`src/rtl/tcw_pkg.sv`:
```
package tcw_pkg;

  localparam logic [7:0] BYTE_NEWLINE = 8'h0A;
  localparam logic [7:0] BYTE_DC1     = 8'h11;
  localparam logic [7:0] SEL_COLOR    = 8'h01;
  localparam logic [7:0] SEL_CLEAR    = 8'h02;
  localparam logic [7:0] PEN_RESET    = 8'h07;

  localparam logic OP_PUT  = 1'b0;
  localparam logic OP_READ = 1'b1;

  typedef enum logic [2:0] {
    K_READ,
    K_NEWLINE,
    K_DC1,
    K_SEL_COLOR,
    K_SEL_CLEAR,
    K_OTHER
  } kind_t;

  typedef struct packed {
    kind_t       kind;
    logic [7:0]  data_byte;
    logic [10:0] read_index;
  } item_t;

endpackage

```
`src/rtl/tcw_front.sv`:
```
module tcw_front (
  input  logic              clk,
  input  logic              rst,
  input  logic              push,
  output logic              full,
  input  logic              opcode,
  input  logic [7:0]        data_byte,
  input  logic [10:0]       read_index,
  input  logic              hold,
  output logic              q_valid,
  output tcw_pkg::item_t    q_item,
  input  logic              q_pop
);

  tcw_pkg::item_t entry [2];
  logic           wp;
  logic           rp;
  logic [1:0]     count;
  tcw_pkg::item_t cls;
  logic           do_push;

  always_comb begin
    cls.data_byte  = data_byte;
    cls.read_index = read_index;
    if (opcode == tcw_pkg::OP_READ) begin
      cls.kind = tcw_pkg::K_READ;
    end else begin
      case (data_byte)
        tcw_pkg::BYTE_NEWLINE: cls.kind = tcw_pkg::K_NEWLINE;
        tcw_pkg::BYTE_DC1:     cls.kind = tcw_pkg::K_DC1;
        tcw_pkg::SEL_COLOR:    cls.kind = tcw_pkg::K_SEL_COLOR;
        tcw_pkg::SEL_CLEAR:    cls.kind = tcw_pkg::K_SEL_CLEAR;
        default:               cls.kind = tcw_pkg::K_OTHER;
      endcase
    end
  end

  assign full    = hold || (count == 2'd2);
  assign do_push = push && !full;
  assign q_valid = (count != 2'd0);
  assign q_item  = entry[rp];

  always_ff @(posedge clk) begin
    if (rst) begin
      wp    <= 1'b0;
      rp    <= 1'b0;
      count <= 2'd0;
    end else begin
      if (do_push) begin
        entry[wp] <= cls;
        wp        <= ~wp;
      end
      if (q_pop) begin
        rp <= ~rp;
      end
      count <= count + 2'(do_push) - 2'(q_pop);
    end
  end

endmodule

```
`config.mk`:
```
export PLATFORM = sky130hd
export DESIGN_NAME = tcw_front
export DESIGN_NICKNAME = d
export VERILOG_FILES = /design/src/rtl/tcw_pkg.sv /design/src/rtl/tcw_front.sv
export SDC_FILE = /design/constraint.sdc
export NUM_CORES = 1
export LEC_CHECK = 0
export ABC_AREA = 1
export BUFFER_PORTS_ARGS = -buffer_cell sky130_fd_sc_hd__buf_4
export CAP_MARGIN = 25
export CORE_ASPECT_RATIO = 0.7
export CORE_UTILIZATION = 52
export CTS_CLUSTER_SIZE = 12
export DETAILED_ROUTE_END_ITERATION = 10
export PLACE_DENSITY_LB_ADDON = 0.15
export SLEW_MARGIN = 25
export SYNTH_ARGS = -nofsm -noshare
export SYNTH_HDL_FRONTEND = slang
export SYNTH_SLANG_ARGS = --single-unit
```
`constraint.sdc`:
```
create_clock -name clk -period 2.2 [get_ports clk]
set_input_delay 0.33 -clock clk [delete_from_list [all_inputs] [get_ports clk]]
set_output_delay 0.33 -clock clk [all_outputs]
set_load 0.01 [all_outputs]
```
After elaboration in Yosys (flattened, before gate mapping):

Memories as Yosys holds them, arrays and structs flattened. A register that Yosys moved wholly into a read port is not among the register bits.
Cells that the tools add are included.

* flip-flop bits (word level): 4
* memory bits (writable): 44
* output and inout bits: 24
* word-level logic and storage cells: 24
* memories: 1

* $add $sub $neg: 2
* equality and inequality tests: 5
* multiplexer cells: 7
* bitwise gates (word level): 2
* reductions and logical operators: 4

Memory list
* entry: depth 2, bits a word 22, rd ports 1, clocked after memory_dff 1, write ports 1, RTL line tcw_front.sv:15 `tcw_pkg::item_t entry [2];`

Operator list (count)
* $pmux W3 S4: 1
* $eq A8 B1 Y1 const B: 1
* $eq A8 B2 Y1 const B: 1
* $eq A8 B4 Y1 const B: 1
* $eq A8 B5 Y1 const B: 1
* $mux W1: 5
* $mux W3: 1
* $add A2 B1 Y2: 1
* $eq A2 B2 Y1 const B: 1
* $not A1 Y1: 2
* $reduce_bool A2 Y1: 1
* $sub A2 B1 Y2: 1
* $logic_and A1 B1 Y1: 1
* $logic_not A1 Y1: 1
* $logic_or A1 B1 Y1: 1

Longest topological paths before layout:

* word-level depth: 7
* gate-level depth with buffers: 10
* depth with buffers taken out: 10

Worst setup path before layout:

No wires, ideal clock.

* path kind: register to register
* from: reg count[0]
* to: mem entry[1][0] (netlist bit), enable pin
* arrival time: 1504 ps
* slack: 295 ps
* cell stages (with the launch flop): 5
* period minus slack after synthesis: 1905 ps
* cells stage by stage: dfxtp_1 inv_1 nand2_1 nand3_1 nor2_1

* word-level cells in the longest chain between the ends: 7

Ends and longest elaborated chain
* start: declaration: RTL line tcw_front.sv:18 `logic [1:0] count;`
* start signal: assignment: RTL line tcw_front.sv:56 `count <= count + 2'(do_push) - 2'(q_pop);`
* $eq A2 B2 Y1: RTL line tcw_front.sv:38 `assign full = hold || (count == 2'd2);`
* $logic_or A1 B1 Y1: RTL line tcw_front.sv:38
* $logic_not A1 Y1: RTL line tcw_front.sv:39 `assign do_push = push && !full;`
* $logic_and A1 B1 Y1: RTL line tcw_front.sv:39
* $mux W1: RTL line tcw_front.sv:49 `if (do_push) begin`
* $mux W1: RTL line tcw_front.sv:44 `if (rst) begin`
* $mux W1 (not written as such): RTL line tcw_front.sv:50 `entry[wp] <= cls;`
* end: declaration: RTL line tcw_front.sv:15

Every way passes these cells.

Worst setup path after layout:

* from: reg count[0]
* to: reg count[1]

* word-level cells in the longest chain between the ends: 6

Ends and longest elaborated chain (RTL line)
* $eq A2 B2 Y1: tcw_front.sv:38
* $logic_or A1 B1 Y1: tcw_front.sv:38
* $logic_not A1 Y1: tcw_front.sv:39
* $logic_and A1 B1 Y1: tcw_front.sv:39
* $add A2 B1 Y2 (*): tcw_front.sv:56
* $sub A2 B1 Y2 (*): tcw_front.sv:56

Every way passes the cells marked *; elsewhere a longest branch is shown, timed or not.
A chain may end at the register's enable or synchronous reset.

==> results_dict.tcl <==
set metrics [dict create \
    finClkSkew_ns 0.007993 \
    cts_buffers 5 \
    path_class "reg2reg" \
    synth_compound_area_share_pct 0.2465 \
    via_per_inst 4.797 \
    nets 217 \
    reg2regPathDepth 9 \
    gp_congestion 0.7654 \
    power_mw 1.815 \
    drt_wl_total_mm 3.276 \
    period_needed_ns 1.736 \
    syn_nets 160 \
    grt_pass1_vias 1187 \
    area_growth_pct 25.94 \
    cts_sinks 49 \
    drcViolationCount 0 \
    diodes 0 \
    via_count 1156 \
    root_buffer "clkbuf_8" \
    worst_ep_required_time_ns 2.38 \
    hold_buffers 0 \
    grt_use_total_pct 17.52 \
    clk_path_buf_depth 2 \
    slowest_stage "dfxtp_1" \
    powerDensity_mw_per_mm2 709.6 \
    start_util_pct 56.00 \
    arrival_ns 1.91 \
    fin_ws_ns 0.4642 \
    postRouteAntennaNets 0 \
    ys_seq_elements 49 \
    crit_chain "inv_1, nand2_1, nand3_1, ha_1, inv_1, ha_1, or2_1, a21oi_1, nor2_1" \
    switching_share_pct 21.67 \
    seq_power_share_pct 58.3 \
    rows 18 \
    hold_depth 1 \
    min_path_type "in2reg" \
    grt_pass1_wl_mm 5.202 \
    synthCells 133 \
    die_area_mm2 0.004163 \
    slew_headroom_pct 68.76 \
    wl_per_cell_um 13.59 \
    yosys.area_share.adder_pct 1.232 \
    clkPwrFrac_pct 26.5 \
    cp_top_family "simple AND/OR/NAND/NOR gates" \
    critical-path-max-stage-delay_ns 0.38 \
    die_height_um 54.29 \
    status "finished, final reports clean" \
    cts_tree "yes" \
    critPathLaunchType "flop" \
    comb_power_share_pct 15.2 \
    place_ws_ns 0.4507 \
    cts.htree.levels 2 \
    design.core.area_mm2 0.003626 \
    setup_violations 0 \
    synth_area_per_cell_um2 15.27 \
    hpwlAfterDp_mm 2.442 \
    vdd_drop_max_v 0.0005177 \
    grt_overflow 0 \
    cp.depth 9 \
    clk_pin_slew_ns 0.08 \
    rsz0062_at_grt "false" \
    finalHoldViolations 0 \
    die_w_um 76.69 \
    path_buf_inv 2 \
    synthMuxAreaShare_pct 15.90 \
    postLayoutCoreUtil_pct 70.53 \
    synth_top_family_by_area "multiplexers" \
    antenna_found_initial 0 \
    slew_viol_final 0 \
    postCtsSetupBuffers 0 \
    leakage_nw 1.082 \
    tightest_slew_ns 0.4681 \
    ctsResizeCount 0 \
    cap_violations 0 \
    ioPinCount 49 \
    cp_max_fo 3 \
    final_cell_mix "51 x buf_4, 44 x edfxtp_1, 20 x mux2_4" \
    synth_xor_area_share_pct 0.4313 \
    fmax_ghz 0.5761 \
    yosysWarnings 0 \
    internal-power_mw 1.421 \
    grt_max_degree 23 \
    mostFrequentLayoutCell "buf_4" \
    drt-initial-drc-count 25 \
    dr.pass1.iters 4 \
    port_buffers 48 \
    clkLatencyLatePin_ns 0.29 \
    fin_setup_tns_ns 0 \
    p_sw_uw 393.4 \
    drive_gt1_share_pct 42.93 \
    ys_types 15 \
    post-route-period-util_pct 78.90 \
    synth_simple_gate_area_share_pct 8.318 \
    end_kind "flop" \
    syn-cell-area_mm2 0.002031 \
    yosysSeqAreaShare_pct 69.99 \
]
==> worst paths after layout <==
path                        from                      to  slack (ns)
max reg2reg  count[0]$_SDFF_PP0_     count[1]$_SDFF_PP0_        0.46
max          count[0]$_SDFF_PP0_     count[1]$_SDFF_PP0_        0.46
min               read_index[10]  entry[0][10]$_DFFE_PP_        0.22
min reg2reg      rp$_SDFFE_PP0P_         rp$_SDFFE_PP0P_        0.53
==> sequential cells by signal, indices dropped and copies added, names as in the netlist, named ones only <==
signal and flops:
entry 44, count 2, rp 1, wp 1
==> cell usage after synthesis <==
| library cell | n | area share, % |
|---|---|---|
| edfxtp_1 | 44 | 65 |
| ha_1 | 2 | 1.2 |
| or2_2 | 1 | 0.31 |
| inv_1 | 15 | 2.8 |
| a21oi_1 | 1 | 0.25 |
| buf_6 | 2 | 1.1 |
| nand4_1 | 2 | 0.62 |
| or2_1 | 1 | 0.31 |
| mux2_2 | 2 | 1.1 |
| dfxtp_1 | 5 | 4.9 |
| nor2_1 | 16 | 3.0 |
| mux2_4 | 20 | 15 |
| nand3_1 | 4 | 0.99 |
| xnor2_1 | 1 | 0.43 |
| nand2_1 | 17 | 3.1 |
==> metal layers <==
metal | share of wire [%] | GRT usage [%] | vias up
met5 | 0 | 0 | -
met4 | 0.82 | 5.769 | 0
met3 | 3.9 | 5.333 | 5
met2 | 55 | 34.52 | 27
met1 | 40 | 18.57 | 547
li1 | - | - | 577
==> through the flow <==
| stage | area (um^2) | hold WS [ns] | cells |
|---|---|---|---|
| 6_report | 2557 | 0.2232 | 241 |
| 5_1_grt | 2557 | 0.2101 | 241 |
| 4_1_cts | 2557 | 0.2160 | 241 |
| 3_5_place_dp | 2476 | 0.5084 | 233 |
| 3_3_place_gp | 2476 | 0.4760 | 233 |
| 2_1_floorplan | 2031 | 0.4012 | 133 |
==> final cells by class <==
type                            instances  area [um^2]
Clock buffer                            7        76.32
Multi-Input combinational cell         67        533.0
Clock inverter                          1        5.005
Fill cell                             252         1069
Tap cell                               50        62.56
Sequential cell                        49         1421
Timing Repair Buffer                   52        402.9
Inverter                               15        56.30
==> logic make-up (layout without fill, tap and decap cells) <==
| group | Yosys count | after routing |
|---|---|---|
| AO/OA/AOI/OAI | 1 | 1 |
| XOR/XNOR | 1 | 1 |
| adder cells (fa/ha/maj) | 2 | 2 |
| buffers and inverters | 17 | 75 |
| flip-flops | 49 | 49 |
| multiplexers | 22 | 22 |
| AND/OR/NAND/NOR | 41 | 41 |
==> power groups by stage <==
stage / clock network, mW / registers [mW] / logic [mW]
finish: 0.480 / 1.06 / 0.276
floorplan: 0 / 1.08 / 0.154
CTS: 0.494 / 1.06 / 0.280
global placement: 0 / 1.08 / 0.265
detailed placement: 0 / 1.08 / 0.279
global route: 0.522 / 1.06 / 0.300
Note: power is estimated with default switching activity, not from simulation.
