### src/rtl/tcw_pkg.sv
package tcw_pkg;

  localparam logic [7:0] BYTE_NEWLINE = 8'h0A;
  localparam logic [7:0] BYTE_DC1     = 8'h11;
  localparam logic [7:0] SEL_COLOR    = 8'h01;
  localparam logic [7:0] SEL_CLEAR    = 8'h02;
  localparam logic [7:0] PEN_RESET    = 8'h07;

  localparam logic OP_PUT  = 1'b0;
  localparam logic OP_READ = 1'b1;

  typedef enum logic [2:0] {
    K_READ,
    K_NEWLINE,
    K_DC1,
    K_SEL_COLOR,
    K_SEL_CLEAR,
    K_OTHER
  } kind_t;

  typedef struct packed {
    kind_t       kind;
    logic [7:0]  data_byte;
    logic [10:0] read_index;
  } item_t;

endpackage

### src/rtl/tcw_back.sv
module tcw_back #(
  parameter int COLUMNS = 80,
  parameter int ROWS    = 25,
  localparam int CELLS  = COLUMNS * (ROWS - 1),
  localparam int AW     = $clog2(CELLS),
  localparam int XW     = $clog2(COLUMNS),
  localparam int YW     = $clog2(ROWS)
) (
  input  logic            clk,
  input  logic            rst,
  input  logic            q_valid,
  input  tcw_pkg::item_t  q_item,
  output logic            q_pop,
  output logic            hold,
  output logic            ram_we,
  output logic [AW-1:0]   ram_waddr,
  output logic [15:0]     ram_wdata,
  output logic [AW-1:0]   ram_raddr,
  input  logic [15:0]     ram_rdata,
  output logic            res_valid,
  input  logic            res_pop,
  output logic [6:0]      cursor_column,
  output logic [4:0]      cursor_row,
  output logic [7:0]      read_character,
  output logic [7:0]      read_color
);

  localparam int SHIFT = COLUMNS * (ROWS - 2);

  typedef enum logic [2:0] {
    S_CLEAR,
    S_IDLE,
    S_READ,
    S_SCROLL,
    S_DRAIN
  } state_t;

  state_t        state;
  logic [XW-1:0] x;
  logic [YW-1:0] y;
  logic [7:0]    pen;
  logic [1:0]    phase;
  logic [AW-1:0] kcnt;
  logic [7:0]    clr_col;
  logic          clr_res;
  logic          rd_ok;
  logic          wv;
  logic [AW-1:0] wa;
  logic          wclr;
  logic [7:0]    res_ch;
  logic [7:0]    res_col;

  logic          start;
  logic          plain;
  logic [XW:0]   x_inc;
  logic [YW-1:0] y_inc;
  logic [AW-1:0] cur_addr;
  logic          last_k;

  assign start    = (state == S_IDLE) && q_valid && !res_valid;
  assign q_pop    = start;
  assign hold     = (state == S_CLEAR) && !clr_res;
  assign x_inc    = {1'b0, x} + 1'b1;
  assign y_inc    = y + 1'b1;
  assign cur_addr = AW'(y) * AW'(COLUMNS) + AW'(x);
  assign last_k   = (kcnt == AW'(CELLS - 1));
  assign plain    = (q_item.kind != tcw_pkg::K_READ) &&
                    ((phase == 2'd0) || ((phase == 2'd1) &&
                     (q_item.kind != tcw_pkg::K_SEL_COLOR) &&
                     (q_item.kind != tcw_pkg::K_SEL_CLEAR)));

  always_comb begin
    ram_we    = 1'b0;
    ram_waddr = cur_addr;
    ram_wdata = {pen, q_item.data_byte};
    ram_raddr = AW'(q_item.read_index);
    case (state)
      S_CLEAR: begin
        ram_we    = 1'b1;
        ram_waddr = kcnt;
        ram_wdata = {clr_col, 8'h00};
      end
      S_IDLE: begin
        // selector bytes outside an escape are printable too
        ram_we = start && plain && (q_item.kind != tcw_pkg::K_NEWLINE) &&
                 (q_item.kind != tcw_pkg::K_DC1);
      end
      S_SCROLL, S_DRAIN: begin
        ram_we    = wv;
        ram_waddr = wa;
        ram_wdata = wclr ? {ram_rdata[15:8], 8'h00} : ram_rdata;
        // rows above the bottom copy from one row down
        ram_raddr = (32'(kcnt) < SHIFT) ? AW'(32'(kcnt) + COLUMNS) : kcnt;
      end
      default: ;
    endcase
  end

  always_ff @(posedge clk) begin
    if (rst) begin
      state     <= S_CLEAR;
      x         <= '0;
      y         <= '0;
      pen       <= tcw_pkg::PEN_RESET;
      phase     <= 2'd0;
      kcnt      <= '0;
      clr_col   <= 8'h00;
      clr_res   <= 1'b0;
      wv        <= 1'b0;
      res_valid <= 1'b0;
    end else begin
      if (res_valid && res_pop) begin
        res_valid <= 1'b0;
      end
      case (state)
        S_CLEAR: begin
          kcnt <= kcnt + 1'b1;
          if (last_k) begin
            state <= S_IDLE;
            if (clr_res) begin
              res_valid <= 1'b1;
            end
          end
        end
        S_IDLE: begin
          if (start) begin
            res_ch  <= 8'h00;
            res_col <= 8'h00;
            if (q_item.kind == tcw_pkg::K_READ) begin
              rd_ok <= (32'(q_item.read_index) < CELLS);
              state <= S_READ;
            end else if (phase == 2'd2) begin
              pen       <= q_item.data_byte;
              phase     <= 2'd0;
              res_valid <= 1'b1;
            end else if (phase == 2'd3) begin
              pen     <= q_item.data_byte;
              clr_col <= q_item.data_byte;
              clr_res <= 1'b1;
              x       <= '0;
              y       <= '0;
              phase   <= 2'd0;
              kcnt    <= '0;
              state   <= S_CLEAR;
            end else if (!plain) begin
              phase     <= (q_item.kind == tcw_pkg::K_SEL_COLOR) ? 2'd2 : 2'd3;
              res_valid <= 1'b1;
            end else if (q_item.kind == tcw_pkg::K_DC1) begin
              phase     <= 2'd1;
              res_valid <= 1'b1;
            end else begin
              phase <= 2'd0;
              if ((q_item.kind == tcw_pkg::K_NEWLINE) || (32'(x_inc) >= COLUMNS)) begin
                x <= '0;
                if (y_inc == YW'(ROWS - 1)) begin
                  // cursor stays on the last stored row while the screen moves up
                  y     <= YW'(ROWS - 2);
                  kcnt  <= '0;
                  wv    <= 1'b0;
                  state <= S_SCROLL;
                end else begin
                  y         <= y_inc;
                  res_valid <= 1'b1;
                end
              end else begin
                x         <= XW'(x_inc);
                res_valid <= 1'b1;
              end
            end
          end
        end
        S_READ: begin
          if (rd_ok) begin
            res_ch  <= ram_rdata[7:0];
            res_col <= ram_rdata[15:8];
          end
          res_valid <= 1'b1;
          state     <= S_IDLE;
        end
        S_SCROLL: begin
          wv   <= 1'b1;
          wa   <= kcnt;
          wclr <= (32'(kcnt) >= SHIFT);
          kcnt <= kcnt + 1'b1;
          if (last_k) begin
            state <= S_DRAIN;
          end
        end
        S_DRAIN: begin
          wv        <= 1'b0;
          res_valid <= 1'b1;
          state     <= S_IDLE;
        end
        default: state <= S_IDLE;
      endcase
    end
  end

  assign cursor_column  = 7'(x);
  assign cursor_row     = 5'(y);
  assign read_character = res_ch;
  assign read_color     = res_col;

`ifndef ASSERT_OFF
  a_scroll_order: assert property (@(posedge clk) disable iff (rst)
    ((state == S_SCROLL) && wv) |-> (wa < ram_raddr))
    else $error("scroll write overtakes read");
  a_row_range: assert property (@(posedge clk) disable iff (rst)
    (32'(y) <= ROWS - 2))
    else $error("cursor row beyond stored rows");
  a_col_range: assert property (@(posedge clk) disable iff (rst)
    (32'(x) < COLUMNS))
    else $error("cursor column beyond width");
  a_pop_idle: assert property (@(posedge clk) disable iff (rst)
    q_pop |=> (res_valid || (state != S_IDLE) || $past(state == S_IDLE)))
    else $error("request taken without result or work");
`endif

endmodule
### config.mk
export PLATFORM = sky130hd
export DESIGN_NAME = tcw_back
export DESIGN_NICKNAME = d
export VERILOG_FILES = /design/src/rtl/tcw_pkg.sv /design/src/rtl/tcw_back.sv
export SDC_FILE = /design/constraint.sdc
export NUM_CORES = 1
export LEC_CHECK = 0
export ABC_AREA = 0
export BUFFER_PORTS_ARGS = -buffer_cell sky130_fd_sc_hd__buf_2
export CAP_MARGIN = 20
export CORE_MARGIN = 2
export CORE_UTILIZATION = 50
export DETAILED_ROUTE_END_ITERATION = 10
export PLACE_DENSITY = 0.77
export SYNTH_ARGS = -nofsm -noshare
export SYNTH_HDL_FRONTEND = slang
export SYNTH_SLANG_ARGS = --single-unit
### constraint.sdc
create_clock -name clk -period 2.1 [get_ports clk]
set_input_delay 0 -clock clk [delete_from_list [all_inputs] [get_ports clk]]
set_output_delay 0 -clock clk [all_outputs]
set_load 0.05 [all_outputs]
* Word level (Yosys, flattened, before mapping) *
Cells that the tools add are included.

cells by class
  $add $sub $neg = 5
  multipliers = 1
  $lt $le $gt $ge = 4
  equality and inequality tests = 37
  muxes and demuxes = 68
  bitwise gates (word level) = 3
  reduce and logical (&&, ||, !) cells = 38

operators with widths
  operator                                               number
  two-way mux 11 bit                                     10
  two-way mux 8 bit                                      6
  one-hot mux 11 bit (2 select lines)                    2
  one-hot mux 16 bit (2 select lines)                    1
  one-hot mux 8 bit (2 select lines)                     2
  two-way mux 3 bit                                      10
  two-way mux 7 bit                                      4
  two-way mux 5 bit                                      5
  < comparator 11 bit, second input constant             2
  two-way mux 1 bit                                      21
  inequality test 2 bit, second input constant           10
  AND reduction 8 bit                                    2
  == test 3 x 2 -> 1 bit, second input constant          4
  AND reduction 4 bit                                    3
  adder 11 x 1 -> 11 bit, second input constant          1
  adder 11 x 7 -> 11 bit                                 1
  adder 11 x 7 -> 11 bit, second input constant          1
  == test 11 bit, second input constant                  1
  >= comparator 11 bit, second input constant            1
  logical AND 1 bit                                      10
  nonzero test 2 bit                                     5
  inequality test 3 x 1 -> 1 bit, second input constant  3
  inequality test 3 x 2 -> 1 bit, second input constant  3
  inequality test 3 bit, second input constant           3
  29 further kinds                                       45

storage, ports and cells
  register bits = 76
  output and inout port bits = 70
  word-level logic and storage cells = 171

* Depth between registers and ports, before layout *
  depth after elaboration = 11
  gate-level depth with buffers = 9

* Worst setup path before layout *
Ideal clock, no wire load.

  kind = reg2out
  start point = register y[3], in the netlist cursor_row[3]
  end point = output port ram_waddr[9]
  data arrival time = 3072 ps
  data required time = 2100 ps
  setup slack = -972 ps
  cell stages (with the launch flop) = 9
  buffers on the path = 0
  cells stage by stage = dfxtp_1 -> ha_1 -> ha_1 -> inv_1 -> fa_1 -> nor3b_1 -> xnor2_1 -> a21oi_1 -> a21oi_1

on the way
  cells in the longest elaborated chain, start to end = 3

ends and longest elaborated chain
  item                                 line             source
  from (decl)                          tcw_back.sv:40   logic [YW-1:0] y;
  from (signal assigned)               tcw_back.sv:157  y <= YW'(ROWS - 2);
  from (signal assigned)               tcw_back.sv:162  y <= y_inc;
  multiplier 5 x 3 -> 7 bit            tcw_back.sv:65   assign cur_addr = AW'(y) * AW'(COLUMNS) + AW'(x);
  adder 11 x 7 -> 11 bit               tcw_back.sv:65
  one-hot mux 11 bit (2 select lines)  tcw_back.sv:77   case (state)
  to (decl)                            tcw_back.sv:16   output logic [AW-1:0] ram_waddr,

No other way between the ends.

* Worst setup path after layout *
  start point = register y[1], in the netlist cursor_row[1]
  end point = output port ram_waddr[10]

The elaborated chain is that of the path after synthesis.

==> flow_metrics.py <==
metrics = {
    "pwr": {
        "pwr-share-clk_pct": 38.6,
        "power_mw": 2.95,
        "ir_worst_vdd_uv": 284,
        "pwr-share-comb_pct": 10.2,
        "sequentialPowerShare_pct": 51.2,
        "sw_frac_of_total_pct": 26.1,
        "p_leak_nw": 2.96,
        "p_sw_uw": 772,
        "power_density_nw_per_um2": 399,
        "p_int_mw": 2.18,
    },
    "setup_path": {
        "max_stage_delay_ns": 0.49,
        "crit_buf_inv": 2,
        "arrival_ns": 2.61,
        "crit_family": "adder cells",
        "crit_required_ns": 2.10,
        "critPathMostFrequentCell": "ha_4",
        "end_kind": "output pin",
        "crit_path_start_kind": "register",
        "path_class": "reg -> out",
        "cp_max_fo": 3,
        "cp_slowest_cell": "fa_2",
        "cp_cell_sequence": "ha_4 -> ha_4 -> inv_2 -> fa_2 -> nor3_4 -> xnor3_1 -> a21oi_2 -> a21oi_4 -> buf_6",
    },
    "outcome": {
        "violations": "negative setup slack",
        "status": "complete, but fails checks",
    },
    "sta": {
        "fin_tns_setup_ns": -1.74,
        "max-slew-margin-rel_pct": 60.6,
        "drv_slew": 0,
        "worst_slack_ns": -0.511,
        "fmax_mhz": 383,
        "rsz0062_at_grt": "yes",
        "tightest_slew_ns": 0.588,
        "setup_viol": 8,
        "period_share_pct": 124,
        "finClkSkew_ns": 0.00958,
        "hold_viol_final": 0,
        "min_period_ns": 2.61,
    },
    "synthesis": {
        "synth-main-ff-cell": "dfxtp_1",
        "yosysSeqAreaShare_pct": 35.1,
        "synth_cells": 644,
        "synth_area_sq_um": 5160,
        "avgSynthCellArea_sq_um": 8.01,
        "ys_async_sr_fraction_pct": 0,
        "synth_edf_count": 29,
        "ys_ff_latch": 76,
        "synth_nets": 702,
        "ys_warn_count": 0,
        "synthDistinctLibCells": 62,
    },
    "floorplan": {
        "die_area_sq_um": 11100,
        "initial_core_util_pct": 50.6,
        "die_width_um": 106,
        "ios": 112,
        "core_area_sq_um": 10200,
        "die_h_um": 106,
        "rows": 37,
    },
    "placement": {
        "dpl.hpwl_um": 11300,
        "place_congestion": 0.901,
        "portBuffers": 111,
    },
    "final_layout": {
        "drive_above_1_share_pct": 37.6,
        "area_delta_synth_final_pct": 43.5,
        "finalNetCount": 880,
        "diodes": 0,
        "post-route-util_pct": 72.7,
    },
    "cts": {
        "cts_num_sinks": 76,
        "clock_path_buffers": 2,
        "clock_latency_ns": 0.35,
        "cts_tree": "done",
        "h-tree-depth": 3,
        "cts_buffers": 9,
        "clockRootBuffer": "clkbuf_8",
        "cts.reportedPaths.clkPinSlew_ns": 0.09,
    },
    "global_routing": {
        "grt_pass1_vias": 5406,
        "grtUsageTotal_pct": 29.3,
        "antenna_found_initial": 0,
        "grt_pass1_wl_um": 26600,
        "grt_overflow": 0,
        "grt_start_max_net_pins": 63,
    },
    "routing": {
        "final_antenna_net_count": 0,
        "drcViolationCount": 0,
        "wire_per_inst_um": 17.7,
        "viasPerCell": 6.00,
        "wirelength_um": 17100,
        "drtPass1Iterations": 5,
        "drt_iter0_markers": 439,
        "dr_total_vias": 5777,
    },
    "worst_hold_path": {
        "min_path_type": "in -> reg",
    },
    "job": {
        "maxCapViolations": 0,
    },
}
## per-stage QoR
step / cell area, sq um / hold WS, ns / setup WS (ns) / std cells
3_5_place_dp: 6470 / 0.297 / -0.188 / 908
5_1_grt: 7400 / 0.0896 / -0.567 / 963
2_1_floorplan: 5400 / 0.118 / -0.160 / 644
4_1_cts: 7150 / 0.0539 / -0.454 / 956
3_3_place_gp: 6470 / 0.290 / -0.103 / 908
6_report: 7400 / 0.0517 / -0.511 / 963
## timing repair
| action | CTS | global route |
|---|---|---|
| setup buffers | 5 | 8 |
| gates resized for setup | 43 | 45 |
| pin swaps | 15 | 15 |
| cloned | 0 | 1 |
| setup endpoints to repair | 38 | 55 |
| hold buffers | 27 | 0 |
| hold endpoints to repair | 34 | 0 |
## registers in the layout, indices dropped and copies added (netlist names)
register        count
rd_ok               1
state               3
res_valid           1
wv                  1
clr_res             1
cursor_row          5
pen                 8
kcnt               11
phase               2
read_character      8
cursor_column       7
wclr                1
clr_col             8
wa                 11
read_color          8
## worst reg2reg max path, stage by stage, from the launching register on
cell      delay [ns]
dfxtp_4         0.36
buf_4           0.14
buf_6           0.12
buf_6           0.12
buf_6           0.12
nand2_4         0.07
mux2i_4         0.24
nand3_4         0.15
a31oi_4         0.25
a21o_1          0.19
buf_12          0.13
a311oi_1        0.09
## cell type report
| type | instances | area [sq um] |
|---|---|---|
| Clock inverter | 6 | 63.8 |
| Timing Repair Buffer | 220 | 1610 |
| Tap cell | 136 | 170 |
| Clock buffer | 10 | 128 |
| Fill cell | 725 | 2780 |
| Sequential cell | 76 | 1850 |
| Multi-Input combinational cell | 493 | 3490 |
| Inverter | 22 | 87.6 |
## cell usage in the layout, fill, tap and decap left out, types with 13 or more instances in the layout
cell           instances
buf_4                 79
buf_6                 13
nor2_1                73
dfxtp_1               32
o21ai_0               21
buf_2                 93
o22a_1                14
edfxtp_1              29
a21oi_1               58
nand2_1               57
and2_1                19
a21oi_2               21
o22ai_1               18
dlygate4sd3_1         27
inv_1                 19
nand3_1               19
## metal layers
layer  vias to the layer above  routed length, um  GRT usage, %
li1                       2709                  -             -
met2                       333               8320          49.4
met3                        51               1270          3.71
met5                         -                  0             0
met1                      2684               6930          37.4
met4                         0                554          13.8
## power by group through the flow
| stage | sequential, mW | clock (mW) | combinational (mW) |
|---|---|---|---|
| floorplan | 1.55 | 0 | 0.148 |
| finish | 1.51 | 1.14 | 0.300 |
| global placement | 1.55 | 0 | 0.247 |
| CTS | 1.51 | 1.15 | 0.294 |
| global route | 1.51 | 1.20 | 0.320 |
| detailed placement | 1.55 | 0 | 0.253 |
## path summary, 6_finish.rpt
path                                   start                      end  slack, ns  cells past startpoint
hold reg to reg      clr_col[5]$_SDFFE_PP0P_  clr_col[5]$_SDFFE_PP0P_       0.46                      2
setup reg to reg  cursor_row[1]$_SDFFE_PP0P_     kcnt[4]$_SDFFE_PP0P_       0.01                     11
setup / recovery  cursor_row[1]$_SDFFE_PP0P_            ram_waddr[10]      -0.51                      9
hold / removal                    q_item[19]    phase[0]$_SDFFE_PP0P_       0.05                      3
## synthesized netlist by cell type (3+ instances only)
cell       n  area share (%)
a21oi_1   84             8.2
nor2_1    78             5.7
nand2_1   58             4.2
dfxtp_1   47              18
clkbuf_1  30             2.2
edfxtp_1  29              17
o21ai_0   24             2.3
inv_1     21             1.5
nand3_1   21             2.0
and2_1    20             2.4
o22ai_1   20             2.4
nor3_1    15             1.5
ha_1      14             3.4
o22a_1    14             2.4
mux2i_1   11             2.1
nand2b_1  11             1.3
buf_2     10            0.97
a31oi_1    9             1.1
nor2b_1    9             1.1
a222oi_1   8             1.6
buf_1      8            0.58
a211oi_1   7             1.0
and3_1     7            0.85
a21o_1     5            0.73
a311oi_1   5            0.85
mux2_2     5             1.1
a221oi_1   4            0.68
buf_4      4            0.58
nand3b_1   4            0.58
nand4b_1   4            0.68
o21a_1     4            0.58
or3_1      4            0.49
xnor2_1    4            0.68
xor2_1     4            0.68
a211o_1    3            0.51
nand4_1    3            0.36
nor4_1     3            0.36
o31ai_1    3            0.44
## cell families (layout without fill, tap and decap cells)
family / after synthesis / after routing / synth area share, %
AOI/OAI and AO/OA: 203 / 203 / 25.6
xor gates and xnor gates: 9 / 9 / 1.80
adders and majority gates: 16 / 16 / 4.17
buffers and inverters: 75 / 258 / 6.24
DFF: 76 / 76 / 35.1
muxes: 16 / 16 / 3.23
and+or+nand+nor: 249 / 249 / 23.8
(Power assumes the default switching activity.)
